===== src/sv/smm_pkg.sv =====
package smm_pkg;

    localparam int MAX_DIM     = 8;
    localparam int FRAC_BITS   = 16;
    localparam int DATA_W      = 32;
    localparam int STORE_DEPTH = MAX_DIM * MAX_DIM;
    localparam int ADDR_W      = 6;
    localparam int IDX_W       = 6;
    localparam int POS_W       = 3;
    localparam int DIM_W       = 4;
    localparam int PROD_W      = 2 * DATA_W;
    localparam int ACC_W       = PROD_W + 3;

    typedef enum logic [1:0] {
        ACT_LOAD_A  = 2'd0,
        ACT_LOAD_B  = 2'd1,
        ACT_COMPUTE = 2'd2,
        ACT_NONE    = 2'd3
    } action_t;

    typedef enum logic [1:0] {
        MODE_MUL    = 2'd0,
        MODE_MUL_BT = 2'd1,
        MODE_VEC    = 2'd2,
        MODE_XPOSE  = 2'd3
    } mode_t;

    localparam logic CFG_DIMENSION = 1'b0;
    localparam logic CFG_MODE      = 1'b1;

    // tag that travels with each operand pair through the MAC
    typedef struct packed {
        logic vld;
        logic first;
        logic last;
        logic xpose;
    } mac_tag_t;

endpackage


===== src/sv/smm_mac.sv =====
module smm_mac import smm_pkg::*; (
    input  logic                     aclk,
    input  logic                     aresetn,
    input  mac_tag_t                 tag_i,
    input  logic signed [DATA_W-1:0] a_i,
    input  logic signed [DATA_W-1:0] b_i,
    output logic                     done_o,
    output logic        [DATA_W-1:0] value_o,
    output logic                     sat_o
);

    mac_tag_t                  mul_tag_reg;
    logic signed [PROD_W-1:0]  prod_reg;
    logic signed [PROD_W-1:0]  prod_next;
    logic signed [ACC_W-1:0]   acc_reg;
    logic signed [ACC_W-1:0]   acc_next;
    logic                      done_reg;
    logic signed [ACC_W-1:0]   shifted;
    logic [ACC_W-DATA_W:0]     high_bits;
    logic                      in_range;

    // transpose passes the element through, pre-scaled so the final shift undoes it
    always_comb begin
        if (tag_i.xpose) begin
            prod_next = PROD_W'(a_i) <<< FRAC_BITS;
        end else begin
            prod_next = a_i * b_i;
        end
    end

    always_comb begin
        if (mul_tag_reg.first) begin
            acc_next = ACC_W'(prod_reg);
        end else begin
            acc_next = acc_reg + ACC_W'(prod_reg);
        end
    end

    always_ff @(posedge aclk) begin
        if (!aresetn) begin
            mul_tag_reg <= '0;
            done_reg    <= 1'b0;
        end else begin
            mul_tag_reg <= tag_i;
            done_reg    <= mul_tag_reg.vld && mul_tag_reg.last;
        end
    end

    always_ff @(posedge aclk) begin
        if (tag_i.vld) begin
            prod_reg <= prod_next;
        end
        if (mul_tag_reg.vld) begin
            acc_reg <= acc_next;
        end
    end

    // floor shift, then clip to 32 bits
    assign shifted   = acc_reg >>> FRAC_BITS;
    assign high_bits = shifted[ACC_W-1:DATA_W-1];
    assign in_range  = (&high_bits) || !(|high_bits);

    always_comb begin
        if (in_range) begin
            value_o = shifted[DATA_W-1:0];
        end else if (shifted[ACC_W-1]) begin
            value_o = {1'b1, {(DATA_W-1){1'b0}}};
        end else begin
            value_o = {1'b0, {(DATA_W-1){1'b1}}};
        end
    end

    assign sat_o  = !in_range;
    assign done_o = done_reg;

endmodule


===== config.mk =====
export PLATFORM = sky130hd
export DESIGN_NAME = smm_mac
export DESIGN_NICKNAME = d
export VERILOG_FILES = /design/src/sv/smm_pkg.sv /design/src/sv/smm_mac.sv
export SDC_FILE = /design/constraint.sdc
export NUM_CORES = 2
export LEC_CHECK = 0
export ABC_AREA = 1
export BUFFER_PORTS_ARGS = -buffer_cell sky130_fd_sc_hd__buf_4
export CELL_PAD_IN_SITES_DETAIL_PLACEMENT = 2
export CELL_PAD_IN_SITES_GLOBAL_PLACEMENT = 2
export CORE_ASPECT_RATIO = 1.5
export CORE_MARGIN = 1
export CORE_UTILIZATION = 35
export CTS_BUF_LIST = sky130_fd_sc_hd__clkbuf_4
export DETAILED_ROUTE_END_ITERATION = 10
export PLACE_DENSITY = 0.73
export SLEW_MARGIN = 20
export SYNTH_ARGS = -nofsm -noshare
export SYNTH_HDL_FRONTEND = slang
export SYNTH_SLANG_ARGS = --single-unit

===== constraint.sdc =====
create_clock -name aclk -period 10.74 [get_ports aclk]
set_input_delay 0 -clock aclk [delete_from_list [all_inputs] [get_ports aclk]]
set_output_delay 0 -clock aclk [all_outputs]
set_load 0.05 [all_outputs]

# --- After elaboration in Yosys (flattened, before gate mapping) ---
# Index checks and enable logic that the tools add are counted.
word_totals:
  output_inout_bits: 34
  in_bits: 70
  regBits: 135
  wordCells: 19
op_classes:
  n_addsub: 1
  mul: 1
  reduce_logical: 6
  muxes: 4
op_table:
  columns: ["operator", "count"]
  rows:
  - ["67-bit by 64-bit adder with 67-bit output", 1]
  - ["67-bit 2-to-1 mux", 1]
  - ["32-bit by 32-bit multiplier with 64-bit output", 1]
  - ["32-bit 2-to-1 mux", 2]
  - ["64-bit 2-to-1 mux", 1]
  - ["20-bit AND reduction", 1]
  - ["20-bit OR reduction", 1]
  - ["1-bit zero test", 2]
  - ["1-bit logical AND", 1]
  - ["1-bit logical OR", 1]

# --- Longest topological paths before layout ---
logic_depth:
  depth_word: 4
  mapped_depth: 32
  mapped_depth_nobuf: 30

# --- Worst setup path after synthesis ---
# OpenSTA, ideal clock, no wires.
synth_timing:
  path_type: "input -> register"
  start: "input port a_i[31]"
  end: "register prod_reg[58] (data pin)"
  setup_time_ns: 0.264
  cell_stages: 30
  path_buffers: 2
  t_arrival_ns: 6.771
  t_required_ns: 10.476
  setup_slack_ns: 3.705
  path_cell_list: "clkbuf_1 -> clkbuf_1 -> nand2_1 -> inv_1 -> fa_1 -> inv_1 -> fa_1 -> inv_1 -> fa_1 -> fa_1 -> inv_1 -> fa_1 -> inv_1 -> fa_1 -> inv_1 -> fa_1 -> inv_1 -> fa_1 -> ha_1 -> nand2_1 -> nor2_1 -> inv_1 -> nor2_1 -> nand2_1 -> nor3_1 -> nand2_1 -> nand3_1 -> nand2_1 -> nand3_1 -> nand2_1"
synth_between:
  elab_chain_cells: 2
synth_rtl:
  columns: ["element", "line_no", "rtl"]
  rows:
  - ["from (decl)", "smm_mac.sv:5", "input logic signed [DATA_W-1:0] a_i,"]
  - ["32-bit by 32-bit multiplier with 64-bit output", "smm_mac.sv:27", "prod_next = a_i * b_i;"]
  - ["64-bit 2-to-1 mux (*)", "smm_mac.sv:24", "if (tag_i.xpose) begin"]
  - ["via prod_next[58]", "smm_mac.sv:14", "logic signed [PROD_W-1:0] prod_next;"]
  - ["to (signal assigned)", "smm_mac.sv:51", "prod_reg <= prod_next;"]
  - ["to (decl)", "smm_mac.sv:13", "logic signed [PROD_W-1:0] prod_reg;"]
# Mark *: on every way through the listed nets, which the timed path passes. The rest lies on a longest branch.
# A chain may end at the register's enable or synchronous reset.

# --- Worst setup path in the final report ---
layout_timing:
  start: "input port b_i[0]"
  end: "register prod_reg[58] (data pin)"
layout_between:
  elab_chain_cells: 2
layout_rtl:
  columns: ["element", "line_no", "rtl"]
  rows:
  - ["from (decl)", "smm_mac.sv:6", "input logic signed [DATA_W-1:0] b_i,"]
  - ["32-bit by 32-bit multiplier with 64-bit output", "smm_mac.sv:27", null]
  - ["64-bit 2-to-1 mux", "smm_mac.sv:24", null]
  - ["via prod_next[58]", "smm_mac.sv:14", null]
# The timed path passes the listed nets, and every way through them passes these cells.

==> results.sh <==
export IMPL_status="finished, final reports clean"
export IMPL_nets=7929
export IMPL_wl_met3_mm=4.79
export IMPL_initial_utilization_pct=35.2
export IMPL_synthTopCellsByCount="nand2_1 (1,939), inv_1 (1,851), fa_1 (1,083)"
export IMPL_synth_top_flop_cell="edfxtp_1"
export IMPL_synth_area_leaders="fa_1 (44%), nand2_1 (15%), inv_1 (14%)"
export IMPL_antenna_found_initial=8
export IMPL_timing_rr_end="acc_reg[62]$_DFFE_PP_"
export IMPL_hold_end="prod_reg[2]$_SDFFCE_PP0P_"
export IMPL_fillers=16689
export IMPL_die_height_um=464
export IMPL_grt_overflow=0
export IMPL_grt_pass1_wl_mm=313
export IMPL_h_tree_depth=4
export IMPL_grt_pass1_vias=51217
export IMPL_io_pins=104
export IMPL_synth_most_common_cell="nand2_1"
export IMPL_largest_reg_flops=67
export IMPL_end_kind="register"
export IMPL_worst_slew_pin_slew_ps=973
export IMPL_setup_viol=0
export IMPL_syn_nets=8006
export IMPL_coreArea_sq_um=141000
export IMPL_post_route_util_pct=37.3
export IMPL_wl_met2_mm=114
export IMPL_fin_skew_ps=51.1
export IMPL_postSynthCellCount=6603
export IMPL_final_layout_size_suffix_gt1_share_pct=3.95
export IMPL_drc=0
export IMPL_path_class="input port to register"
export IMPL_final_antenna_net_count=0
export IMPL_die_area_sq_um=144000
export IMPL_grt_max_degree=62
export IMPL_fp_row_count=169
export IMPL_postSynthRegisterBits=135
export IMPL_drt_iter0_markers=1526
export IMPL_r2r_start="prod_reg[0]$_SDFFCE_PP0P_"
export IMPL_top_layer_used="met5"
export IMPL_synth_edf_count=131
export IMPL_totalWireLength_mm=206
export IMPL_cts_root_buffer="clkbuf_4"
export IMPL_insertion_delay_ps=740
export IMPL_synth_warnings=0
export IMPL_dp_hpwl_mm=173
export IMPL_timing_fmax_mhz=129
export IMPL_finalHoldViolCount=0
export IMPL_buffer_ports_inserted=103
export IMPL_hold_path_cell_count=2
export IMPL_cts_buffers_inserted=17
export IMPL_avgViaCountPerCell=5.03
export IMPL_cts_tree="yes"
export IMPL_clk_pin_slew_ps=150
export IMPL_cts_sinks=135
export IMPL_critPathLaunchType="input port"
export IMPL_final_setup_tns_ps=0
export IMPL_grt_setup_unrepaired="no"
export IMPL_cap_violations=0
export IMPL_wl_per_cell_um=24.5
export IMPL_fin_crit_ps=7770
export IMPL_firstDrtPassIters=5
export IMPL_die_w_um=310
export IMPL_syn_avg_cell_area_sq_um=7.54
export IMPL_relSlewSlack_pct=35.1
export IMPL_worstHoldStart="tag_i[3]"
export IMPL_post_route_period_util_pct=72.3
export IMPL_synth_top_area_share_pct=43.6
export IMPL_wl_met1_mm=75.1
export IMPL_yosysUniqueCellTypes=44
export IMPL_syn_to_final_growth_pct=5.96
export IMPL_vias=42392
export IMPL_cp_required_ps=11200
export IMPL_maxSlewViolCount=0
export IMPL_worstRegToRegCells=17
export IMPL_clk_path_buf_depth=2
export IMPL_crit_arrival_ps=8230
export IMPL_r2r_setup_slack_ps=6370
export IMPL_hold_path_class="input port to register"
export IMPL_grt_usage_pct=29.7
export IMPL_crit_fanout=32
export IMPL_place_congestion=0.940
export IMPL_syn_area_sq_um=49800
export IMPL_ys_async_sr_fraction_pct=0
export IMPL_yosys_area_top_type="fa_1"
export IMPL_seq_area_frac_synth_pct=8.07
-- cell families (layout without fill, tap and decap cells) --
family,Yosys count,after routing,synth area share (%)
AND/OR/NAND/NOR,2604,2604,21.3
buffers and inverters,2115,2051,16.0
adder cells (fa/ha/maj),1333,1333,49.9
AO/OA/AOI/OAI,383,383,4.15
flip-flops,135,135,8.07
XOR/XNOR,33,33,0.581
other,0,4,0
-- critical path, cell delays in order --
cell	delay [ps]
dlygate4sd3_1	560
buf_4	440
nand2_1	90
inv_1	110
ha_1	290
fa_1	610
fa_1	700
fa_1	970
inv_1	400
fa_1	590
inv_1	60
fa_1	530
inv_1	50
fa_1	470
inv_1	60
fa_1	470
ha_1	430
nand2_1	130
nor2_1	170
inv_1	70
nor2_1	260
nand2_1	160
nor3_1	160
nand2_1	100
nand3_1	100
nand2_1	60
nand3_1	70
nand2_1	70
-- cells in the final DEF (no fill, tap or decap), types with 46 or more instances in the layout --
cell      synthesis  layout
ha_1            250     250
buf_4             4     112
o21ai_0         103     103
inv_1          1851    1851
nand4_1          46      46
nor2_1          265     265
nand3_1         194     194
fa_1           1083    1083
o21ai_1          47      47
a21oi_1         178     177
nand2_1        1939    1939
edfxtp_1        131     131
-- per-stage QoR --
stage	area [sq um]	hold WS, ps	cells	setup slack (ps)
after global placement	52000	184	8346	2730
after floorplan	49800	93.5	6603	3700
after global routing	52700	76.7	8423	2650
final	52700	126	8424	2970
after CTS	52700	11.2	8420	2990
after detailed placement	52000	194	8346	2440
-- metal layers --
metal / up-vias / global-route usage [%]
met3: 392 / 2.22
met5: - / 0
met1: 22447 / 31.6
li1: 18763 / -
met4: 8 / 15.9
met2: 782 / 57.2
-- what timing repair did --
item | in CTS | in global routing
hold buffers | 42 | 0
gates resized for setup | 0 | 0
hold endpoints to repair | 48 | 0
setup buffers | 0 | 0
-- area by class of cell --
| type | instances | area, sq um | share of cell area, % |
|---|---|---|---|
| clock inverter | 15 | 165 | 0.313 |
| tap | 1881 | 2350 | 4.46 |
| clock buffer | 17 | 128 | 0.242 |
| sequential | 135 | 4020 | 7.62 |
| inverter | 1865 | 7000 | 13.3 |
| multi-input combinational | 4353 | 37800 | 71.7 |
| antenna | 4 | 10.0 | 0.0190 |
| timing repair buffer | 154 | 1260 | 2.39 |
-- worst max path at each step --
| stage | startpoint | slack (ps) | to |
|---|---|---|---|
| floorplan | a_i[31] | 3700 | prod_reg[58]$_DFFE_PP_ |
| global route | b_i[0] | 2650 | prod_reg[63]$_DFFE_PP_ |
| detailed placement | a_i[31] | 2440 | prod_reg[58]$_DFFE_PP_ |
| global placement | a_i[31] | 2730 | prod_reg[63]$_DFFE_PP_ |
| CTS | b_i[0] | 2990 | prod_reg[58]$_DFFE_PP_ |
| finish | b_i[0] | 2970 | prod_reg[58]$_DFFE_PP_ |
Power is not shown: default switching activity piles up to over one toggle a cycle in this logic, so the estimate is an artifact.
